==> config.mk <==
export PLATFORM = sky130hd
export DESIGN_NAME = keyboard_report_line_editor_unit
export DESIGN_NICKNAME = d
export VERILOG_FILES = /design/src/rtl/krle_pkg.sv /design/src/rtl/krle_store.sv /design/src/rtl/krle_ctrl.sv /design/src/rtl/keyboard_report_line_editor_unit.sv
export SDC_FILE = /design/constraint.sdc
export NUM_CORES = 2
export LEC_CHECK = 0
export ABC_CLOCK_PERIOD_IN_PS = 17100
export BUFFER_PORTS_ARGS = -buffer_cell sky130_fd_sc_hd__buf_2
export CAP_MARGIN = 20
export CORE_UTILIZATION = 30
export CTS_BUF_LIST = sky130_fd_sc_hd__clkbuf_2 sky130_fd_sc_hd__clkbuf_4 sky130_fd_sc_hd__clkbuf_8
export CTS_CLUSTER_DIAMETER = 50
export CTS_CLUSTER_SIZE = 8
export DETAILED_ROUTE_END_ITERATION = 12
export GPL_TIMING_DRIVEN = 0
export HOLD_SLACK_MARGIN = 0.06
export PLACE_DENSITY = 0.42
export SYNTH_ARGS = -nofsm -noshare
export SYNTH_HDL_FRONTEND = slang
export SYNTH_SLANG_ARGS = --single-unit
==> constraint.sdc <==
create_clock -name clk -period 17.1 [get_ports clk]
set_input_delay 1.71 -clock clk [delete_from_list [all_inputs] [get_ports clk]]
set_output_delay 1.71 -clock clk [all_outputs]
set_load 0.1 [all_outputs]
==> src/rtl/krle_pkg.sv <==
package krle_pkg;

  localparam int LineDepthDefault = 48;
  localparam int PtrW = 6;

  localparam logic [7:0] KeyEnter = 8'h28;
  localparam logic [7:0] KeyEsc   = 8'h29;
  localparam logic [7:0] KeyBksp  = 8'h2A;
  localparam logic [7:0] KeyRight = 8'h4F;
  localparam logic [7:0] KeyLeft  = 8'h50;
  localparam logic [7:0] ShiftBits = 8'h22;

  localparam logic [15:0] DelayReset = 16'd400;
  localparam logic [15:0] IntervalReset = 16'd60;
  localparam logic [7:0] CapReset = 8'd128;

  localparam logic [1:0] RegDelay = 2'd0;
  localparam logic [1:0] RegInterval = 2'd1;
  localparam logic [1:0] RegCapacity = 2'd2;

  localparam logic [1:0] KindStatus = 2'd0;
  localparam logic [1:0] KindChar = 2'd1;
  localparam logic [1:0] KindQuit = 2'd2;

  typedef struct packed {
    logic [7:0]  modifiers;
    logic [7:0]  key_slot_0;
    logic [7:0]  key_slot_1;
    logic [7:0]  key_slot_2;
    logic [7:0]  key_slot_3;
    logic [7:0]  key_slot_4;
    logic [7:0]  key_slot_5;
    logic [31:0] time_ms;
  } report_t;

  typedef struct packed {
    logic [1:0] kind;
    logic [6:0] char_out;
    logic [5:0] cursor_out;
    logic [5:0] length_out;
    logic [5:0] view_out;
    logic       last;
  } result_t;

  typedef enum logic [3:0] {
    S_IDLE, S_SLOT, S_ACT, S_SHIFT_RD, S_SHIFT_WR, S_DEL_RD, S_DEL_WR,
    S_SEND_RD, S_SEND_OUT, S_NL, S_REPEAT, S_STATUS, S_QUIT
  } state_t;

  // memory request from the sequencer to the line store
  typedef struct packed {
    logic       we;
    logic [5:0] waddr;
    logic [6:0] wdata;
    logic [5:0] raddr;
  } mem_req_t;

  function automatic logic [6:0] map_key(input logic [7:0] code, input logic shift);
    logic [6:0] c;
    c = 7'd0;
    if (code >= 8'd4 && code <= 8'd29)
      c = 7'(shift ? 8'd61 + code : 8'd93 + code);
    else if (code >= 8'd30 && code <= 8'd38 && !shift)
      c = 7'(8'd19 + code);
    else begin
      case (code)
        8'd30: c = 7'h21;  8'd31: c = 7'h40;  8'd32: c = 7'h23;
        8'd33: c = 7'h24;  8'd34: c = 7'h25;  8'd35: c = 7'h5E;
        8'd36: c = 7'h26;  8'd37: c = 7'h2A;  8'd38: c = 7'h28;
        8'd39: c = shift ? 7'h29 : 7'h30;
        8'd44: c = 7'h20;
        8'd45: c = shift ? 7'h5F : 7'h2D;
        8'd46: c = shift ? 7'h2B : 7'h3D;
        8'd47: c = shift ? 7'h7B : 7'h5B;
        8'd48: c = shift ? 7'h7D : 7'h5D;
        8'd49: c = shift ? 7'h7C : 7'h5C;
        8'd51: c = shift ? 7'h3A : 7'h3B;
        8'd52: c = shift ? 7'h22 : 7'h27;
        8'd53: c = shift ? 7'h7E : 7'h60;
        8'd54: c = shift ? 7'h3C : 7'h2C;
        8'd55: c = shift ? 7'h3E : 7'h2E;
        8'd56: c = shift ? 7'h3F : 7'h2F;
        default: c = 7'd0;
      endcase
    end
    return c;
  endfunction

endpackage

==> src/rtl/krle_store.sv <==
module krle_store import krle_pkg::*; #(
  parameter int LINE_DEPTH = LineDepthDefault
) (
  input  logic       clk,
  input  mem_req_t   req,
  output logic [6:0] rdata
);
  logic [6:0] mem [LINE_DEPTH];

  always_ff @(posedge clk) begin
    if (req.we) begin
      mem[req.waddr] <= req.wdata;
    end
    rdata <= mem[req.raddr];
  end
endmodule

==> src/rtl/krle_ctrl.sv <==
module krle_ctrl import krle_pkg::*; #(
  parameter int LINE_DEPTH = LineDepthDefault
) (
  input  logic        clk,
  input  logic        rst,
  input  logic        in_valid,
  output logic        in_ready,
  input  report_t     in_data,
  output logic        out_valid,
  input  logic        out_ready,
  output result_t     out_data,
  input  logic        cfg_valid,
  input  logic [1:0]  cfg_index,
  input  logic [15:0] cfg_data,
  output mem_req_t    mreq,
  input  logic [6:0]  mrdata
);
  localparam logic [5:0] MaxLen = 6'(LINE_DEPTH - 1);

  state_t state, state_next;
  report_t rpt;
  logic [15:0] delay_ms, interval_ms;
  logic [7:0] capacity;
  logic [5:0] len, cur, view;
  logic [7:0] prev [6];
  logic [7:0] rkey, rmods;
  logic [31:0] press_t, last_t;
  logic halted, sent, was_repeat;
  logic [2:0] slot;
  logic [7:0] act_code, act_mods;
  logic [5:0] idx;
  logic [6:0] ins_ch;

  logic [5:0] len_n, cur_n, view_n, idx_n;
  logic [2:0] slot_n;
  logic [7:0] act_code_n, act_mods_n, rkey_n, rmods_n;
  logic [31:0] press_n, last_n;
  logic halted_n, sent_n, upd_prev, was_repeat_n;
  logic [6:0] ins_n;
  logic [7:0] code;
  logic is_new, held;
  logic [6:0] mapped;
  logic [31:0] dt_press, dt_last;

  always_comb begin
    case (slot)
      3'd0: code = rpt.key_slot_0;
      3'd1: code = rpt.key_slot_1;
      3'd2: code = rpt.key_slot_2;
      3'd3: code = rpt.key_slot_3;
      3'd4: code = rpt.key_slot_4;
      default: code = rpt.key_slot_5;
    endcase
  end

  assign is_new = code != 8'd0 && code != prev[0] && code != prev[1] && code != prev[2]
                  && code != prev[3] && code != prev[4] && code != prev[5];
  assign held = rkey != 8'd0 && (rpt.key_slot_0 == rkey || rpt.key_slot_1 == rkey ||
                rpt.key_slot_2 == rkey || rpt.key_slot_3 == rkey ||
                rpt.key_slot_4 == rkey || rpt.key_slot_5 == rkey);
  assign mapped = map_key(act_code, (act_mods & ShiftBits) != 8'd0);
  assign dt_press = rpt.time_ms - press_t;
  assign dt_last = rpt.time_ms - last_t;

  // clamp view around the final cursor (cur_n, len_n)
  function automatic logic [5:0] clamp(input logic [5:0] c, input logic [5:0] l,
                                       input logic [5:0] v0, input logic [7:0] cap);
    logic [5:0] v;
    logic [8:0] e;
    v = (c < v0) ? c : v0;
    e = {3'd0, v} + {1'b0, cap};
    if ({3'd0, c} >= e) v = 6'({3'd0, c} + 9'd1 - {1'b0, cap});
    if (v > l) v = l;
    return v;
  endfunction

  always_comb begin
    state_next = state;
    len_n = len; cur_n = cur; view_n = view; idx_n = idx; slot_n = slot;
    act_code_n = act_code; act_mods_n = act_mods; rkey_n = rkey; rmods_n = rmods;
    press_n = press_t; last_n = last_t; halted_n = halted; sent_n = sent;
    ins_n = ins_ch; upd_prev = 1'b0; was_repeat_n = was_repeat;
    in_ready = 1'b0; out_valid = 1'b0;
    out_data = '0;
    mreq = '0;
    case (state)
      S_IDLE: begin
        in_ready = 1'b1;
        if (in_valid) begin
          slot_n = 3'd0; sent_n = 1'b0;
          state_next = halted ? S_QUIT : S_SLOT;
        end
      end
      S_SLOT: begin
        if (slot == 3'd6) begin
          upd_prev = 1'b1;
          state_next = S_REPEAT;
        end else begin
          slot_n = slot + 3'd1;
          if (is_new) begin
            rkey_n = code; rmods_n = rpt.modifiers;
            press_n = rpt.time_ms; last_n = rpt.time_ms;
            act_code_n = code; act_mods_n = rpt.modifiers;
            was_repeat_n = 1'b0;
            if (code == KeyEsc) begin
              halted_n = 1'b1; state_next = S_QUIT;
            end else if (code == KeyEnter) begin
              if (!sent && len != 6'd0) begin
                idx_n = 6'd0; state_next = S_SEND_RD;
              end else begin
                view_n = clamp(cur, len, view, capacity);
              end
            end else begin
              state_next = S_ACT;
            end
          end
        end
      end
      S_REPEAT: begin
        rkey_n = held ? rkey : 8'd0;
        state_next = S_STATUS;
        if (held && dt_press >= {16'd0, delay_ms} && dt_last >= {16'd0, interval_ms}) begin
          last_n = rpt.time_ms;
          if (rkey != KeyEnter && rkey != KeyEsc) begin
            act_code_n = rkey; act_mods_n = rmods; was_repeat_n = 1'b1;
            state_next = S_ACT;
          end else begin
            view_n = clamp(cur, len, view, capacity);
          end
        end
      end
      S_ACT: begin
        state_next = was_repeat ? S_STATUS : S_SLOT;
        if (act_code == KeyBksp) begin
          if (cur != 6'd0) begin
            idx_n = cur; state_next = S_DEL_RD;
          end else view_n = clamp(cur, len, view, capacity);
        end else if (act_code == KeyLeft && cur != 6'd0) begin
          cur_n = cur - 6'd1; view_n = clamp(cur_n, len, view, capacity);
        end else if (act_code == KeyRight && cur < len) begin
          cur_n = cur + 6'd1; view_n = clamp(cur_n, len, view, capacity);
        end else if (mapped != 7'd0 && mapped != 7'h0A && len < MaxLen) begin
          ins_n = mapped; idx_n = len; state_next = S_SHIFT_RD;
        end else begin
          view_n = clamp(cur, len, view, capacity);
        end
      end
      S_SHIFT_RD: begin
        // move entry idx-1 up to idx, walking down to the cursor
        if (idx == cur) begin
          mreq.we = 1'b1; mreq.waddr = cur; mreq.wdata = ins_ch;
          len_n = len + 6'd1; cur_n = cur + 6'd1;
          view_n = clamp(cur_n, len_n, view, capacity);
          state_next = was_repeat ? S_STATUS : S_SLOT;
        end else begin
          mreq.raddr = idx - 6'd1; state_next = S_SHIFT_WR;
        end
      end
      S_SHIFT_WR: begin
        mreq.we = 1'b1; mreq.waddr = idx; mreq.wdata = mrdata;
        idx_n = idx - 6'd1; state_next = S_SHIFT_RD;
      end
      S_DEL_RD: begin
        if (idx >= len) begin
          len_n = len - 6'd1; cur_n = cur - 6'd1;
          view_n = clamp(cur_n, len_n, view, capacity);
          state_next = was_repeat ? S_STATUS : S_SLOT;
        end else begin
          mreq.raddr = idx; state_next = S_DEL_WR;
        end
      end
      S_DEL_WR: begin
        mreq.we = 1'b1; mreq.waddr = idx - 6'd1; mreq.wdata = mrdata;
        idx_n = idx + 6'd1; state_next = S_DEL_RD;
      end
      S_SEND_RD: begin
        mreq.raddr = idx; state_next = S_SEND_OUT;
      end
      S_SEND_OUT: begin
        // keep the read address so the char stays put while stalled
        mreq.raddr = idx;
        out_valid = 1'b1;
        out_data.kind = KindChar; out_data.char_out = mrdata;
        if (out_ready) begin
          idx_n = idx + 6'd1;
          state_next = (idx_n == len) ? S_NL : S_SEND_RD;
        end
      end
      S_NL: begin
        out_valid = 1'b1;
        out_data.kind = KindChar; out_data.char_out = 7'h0A;
        if (out_ready) begin
          len_n = 6'd0; cur_n = 6'd0; view_n = 6'd0; sent_n = 1'b1;
          state_next = S_SLOT;
        end
      end
      S_STATUS: begin
        out_valid = 1'b1;
        out_data.kind = KindStatus; out_data.cursor_out = cur;
        out_data.length_out = len; out_data.view_out = view; out_data.last = 1'b1;
        if (out_ready) state_next = S_IDLE;
      end
      S_QUIT: begin
        out_valid = 1'b1;
        out_data.kind = KindQuit; out_data.cursor_out = cur;
        out_data.length_out = len; out_data.view_out = view; out_data.last = 1'b1;
        if (out_ready) state_next = S_IDLE;
      end
      default: state_next = S_IDLE;
    endcase
  end

  always_ff @(posedge clk) begin
    if (rst) begin
      state <= S_IDLE;
      delay_ms <= DelayReset; interval_ms <= IntervalReset; capacity <= CapReset;
      len <= '0; cur <= '0; view <= '0;
      for (int k = 0; k < 6; k++) prev[k] <= '0;
      rkey <= '0; rmods <= '0; press_t <= '0; last_t <= '0; halted <= 1'b0;
      sent <= 1'b0; slot <= '0; was_repeat <= 1'b0;
    end else begin
      state <= state_next;
      len <= len_n; cur <= cur_n; view <= view_n;
      rkey <= rkey_n; rmods <= rmods_n; press_t <= press_n; last_t <= last_n;
      halted <= halted_n; sent <= sent_n; slot <= slot_n; was_repeat <= was_repeat_n;
      if (upd_prev) begin
        prev[0] <= rpt.key_slot_0; prev[1] <= rpt.key_slot_1;
        prev[2] <= rpt.key_slot_2; prev[3] <= rpt.key_slot_3;
        prev[4] <= rpt.key_slot_4; prev[5] <= rpt.key_slot_5;
      end
      if (cfg_valid) begin
        case (cfg_index)
          RegDelay: delay_ms <= cfg_data;
          RegInterval: interval_ms <= cfg_data;
          RegCapacity: capacity <= cfg_data[7:0];
          default: ;
        endcase
      end
    end
  end

  always_ff @(posedge clk) begin
    if (in_valid && in_ready) rpt <= in_data;
    act_code <= act_code_n; act_mods <= act_mods_n;
    idx <= idx_n; ins_ch <= ins_n;
  end
endmodule

==> src/rtl/keyboard_report_line_editor_unit.sv <==
// Flow: after a report beat the six key slots are scanned, then key repeat is checked,
// then one status or quit beat is sent; an insert or delete moves line entries one at
// a time through the store, and Enter sends each char of the line and then a newline.
// Throughput: one report at a time; in_ready stays low until the last beat is taken;
// each entry move is a registered read of the line store followed by a write.
// Reset: synchronous active-high rst clears editor state and registers to defaults;
// line store contents are left as they are.
module keyboard_report_line_editor_unit import krle_pkg::*; #(
  parameter int LINE_DEPTH = LineDepthDefault
) (
  input  logic        clk,
  input  logic        rst,
  input  logic        in_valid,
  output logic        in_ready,
  input  report_t     in_data,
  output logic        out_valid,
  input  logic        out_ready,
  output result_t     out_data,
  input  logic        cfg_valid,
  output logic        cfg_ready,
  input  logic [1:0]  cfg_index,
  input  logic [15:0] cfg_data
);
  // store request and read data between sequencer and line memory
  mem_req_t   mreq;
  logic [6:0] mrdata;

  // configuration beats are always taken
  assign cfg_ready = 1'b1;

  krle_ctrl #(.LINE_DEPTH(LINE_DEPTH)) u_ctrl (
    .clk, .rst, .in_valid, .in_ready, .in_data, .out_valid, .out_ready, .out_data,
    .cfg_valid, .cfg_index, .cfg_data, .mreq, .mrdata
  );

  krle_store #(.LINE_DEPTH(LINE_DEPTH)) u_store (
    .clk, .req(mreq), .rdata(mrdata)
  );
endmodule

==> flow_summary.ini <==
[outcome]
outcome = finished, violations left
failed_checks = design-rule violations

[sta]
fin_tns_setup_ns = 0
slew_headroom = 0.192
grt_setup_unrepaired = false
setup_violations = 0
finalCritPeriodShare = 0.555
setup_ws_ns = 7.61
fmax_mhz = 105
maxSlewViolCount = 0
clock_skew_ns = 0.0648
tightest_slew_ns = 1.20
hold_viol_final = 0
min_period_ns = 9.49

[floorplan]
initial_core_util = 0.304
num_rows = 129
die_width_um = 357
die_y_um = 357
core_area_sq_mm = 0.124
dieArea_sq_mm = 0.127
boundaryPins = 142

[cts]
ctsHoldBuffers = 0
cts.sinks = 638
clockBufferDepth = 3
cts_tree = yes
cts_resized = 0
cts-root-buf = clkbuf_8
clock_latency_ns = 0.84
clkTransAtPathRegs_ns = 0.06
cts.htree.levels = 3
post_cts_buffers = 0
numCtsBuffers = 106

[global_routing]
grt_pass1_wl_um = 190000
antenna_found_initial = 7
grt_util_all_layers = 0.199
overflow = 0
first_global_vias = 28600
grt_max_degree = 49

[setup_path]
cp_slowest_stage_delay_ns = 0.70
critPathKind = reg2reg
crit_path_end_kind = register
rrSetupSlack_ns = 7.61
cp_max_fo = 10
required_ns = 17.80
cp.arrival_ns = 10.19
cp-start-kind = register
r2r_cells = 33
rr_endpoint = u_ctrl.view[5]
r2r-start = u_ctrl.cur[0]
critPathSlowestCell = dfxtp_1

[synthesis]
syn_avg_cell_area_sq_um = 10.5
synth_common_cells = edfxtp_1, nand2_1, nor2_1
synthCells = 3588
async_reset_ff_frac = 0
ys_top_cells_by_area = edfxtp_1, dfxtp_1, ha_1
yosysMostFrequentCell = edfxtp_1
ys.flop_type = edfxtp_1
yosys_warnings = 0
synth_area_leader_cell = edfxtp_1
netlist_area_sq_mm = 0.0378
synth_seq_area_share = 0.467
synth_seq_cells = 638
yosys.cell_types.count = 101
synth_edf_count = 489
synth_top_area_frac = 0.389
synth_nets = 3939

[finish]
area_delta_synth_final_pct = 13.8
fillCellCount = 12700
multiInputGateArea_sq_mm = 0.0186
register_area_sq_mm = 0.0177
final_area_sq_mm = 0.0430
layout.nets = 4190
layout-drive-gt1-share = 0.138

[worst_hold_path]
hp-class = reg2reg
whs_endpoint = u_ctrl.last_t[25]
holdPathStages = 2
hold_start = u_ctrl.last_t[25]

[route]
num_vias = 29500
drtAntennaViolNets = 0
vias_per_cell = 5.31
firstDrtPassIters = 10
wl_um = 129000
drc = 3
drt_iter0_drc = 2835
wl_per_cell_um = 23.3

[place]
portBuffers = 134
post_dp_cell_area_sq_mm = 0.0407
dp_slack_ns = 7.73
gp_congestion = 0.893
dpl.hpwl_um = 96400

[power_and_ir_drop]
powerDensity_mw_per_mm2 = 159
ir_worst_vdd_mv = 0.0665
p_leak_uw = 0.0159

[job]
maxCapViolCount = 0
-- per-layer routing --
metal / global-route usage / share of wire / up-vias
li1: - / - / 13900
met1: 0.294 / 0.49 / 14500
met2: 0.301 / 0.44 / 910
met3: 0.0290 / 0.054 / 159
met4: 0.0551 / 0.017 / 4
met5: 0 / 0.00018 / -
-- stage by stage --
step	total power [uW]	hold WS, ns	utilization	cells
detailed placement	5330	0.448	0.328	5368
global route	7300	0.466	0.346	5550
CTS	6860	0.458	0.346	5547
global placement	5340	0.443	0.326	5359
finish	6840	0.455	0.346	5555
floorplan	4340	0.435	-	3588
-- power breakdown --
group | internal [uW] | switching, uW | total (uW)
clock network | 808 | 682 | 1490
logic | 1250 | 2090 | 3340
registers | 1850 | 156 | 2010
total | 3900 | 2930 | 6840
-- cell families after synthesis --
| family | count (synthesis) | synth area share |
|---|---|---|
| fa+ha+maj | 240 | 0.0810 |
| simple gates | 1032 | 0.131 |
| buf+inv | 380 | 0.0411 |
| mux | 245 | 0.0852 |
| other cells | 1 | 0.0000992 |
| compound gates | 880 | 0.154 |
| flops | 638 | 0.467 |
| xor+xnor | 172 | 0.0399 |
-- placed cells by master (no fill, tap or decap), drive strengths merged, types with 41 or more instances in the layout --
cell,instances
edfxtp,489
nand2,341
clkbuf,267
nor2,250
a21oi,244
ha,232
buf,206
inv,198
o21ai,164
dfxtp,149
mux2i,136
xnor2,97
xor2,75
nand3,74
nor3,65
a21o,64
mux4,56
and2,54
mux2,53
o211ai,45
a22oi,43
and3,41
-- sequential cells by signal (all words and copies together) (netlist names), 7 cells and up --
register and cells:
u_store.rdata 7, u_ctrl.capacity 8, u_ctrl.delay_ms 16, u_ctrl.press_t 32, u_ctrl.ins_ch 7, u_store.mem 336
u_ctrl.rpt 82, u_ctrl.prev 48, u_ctrl.act_code 8, u_ctrl.last_t 32, u_ctrl.interval_ms 16, u_ctrl.rkey 8
-- critical path: cells and delay by family (launching register included) --
kind	cells	cell delay, ns
AOI/OAI and AO/OA	16	3.23
xor gates and xnor gates	1	0.19
adders and majority gates	5	1.86
buffers and inverters	6	1.90
DFF	1	0.70
muxes	3	1.27
and+or+nand+nor	2	0.24
-- how the worst max path moves through the flow --
| stage | from | to | cells after the start | slack (ns) |
|---|---|---|---|---|
| after floorplan | u_ctrl.cur[0] | u_ctrl.view[3] | 35 | 9.89 |
| after global placement | u_ctrl.cur[4] | u_ctrl.view[3] | 35 | 7.62 |
| after detailed placement | u_ctrl.cur[0] | u_ctrl.view[5] | 33 | 7.73 |
| after CTS | u_ctrl.cur[0] | u_ctrl.view[5] | 33 | 7.71 |
| after global routing | u_ctrl.cur[0] | u_ctrl.view[5] | 33 | 6.86 |
| final | u_ctrl.cur[0] | u_ctrl.view[5] | 33 | 7.61 |
-- cell type report --
class / count / share of cell area
multi-input combinational: 2570 / 0.433
buffer: 185 / 0.0191
sequential: 638 / 0.411
inverter: 195 / 0.0170
tap: 1637 / 0.0476
timing repair buffer: 143 / 0.0196
clock buffer: 145 / 0.0418
antenna: 8 / 0.000466
clock inverter: 34 / 0.0108
Note: power is estimated with default switching activity, not from simulation.
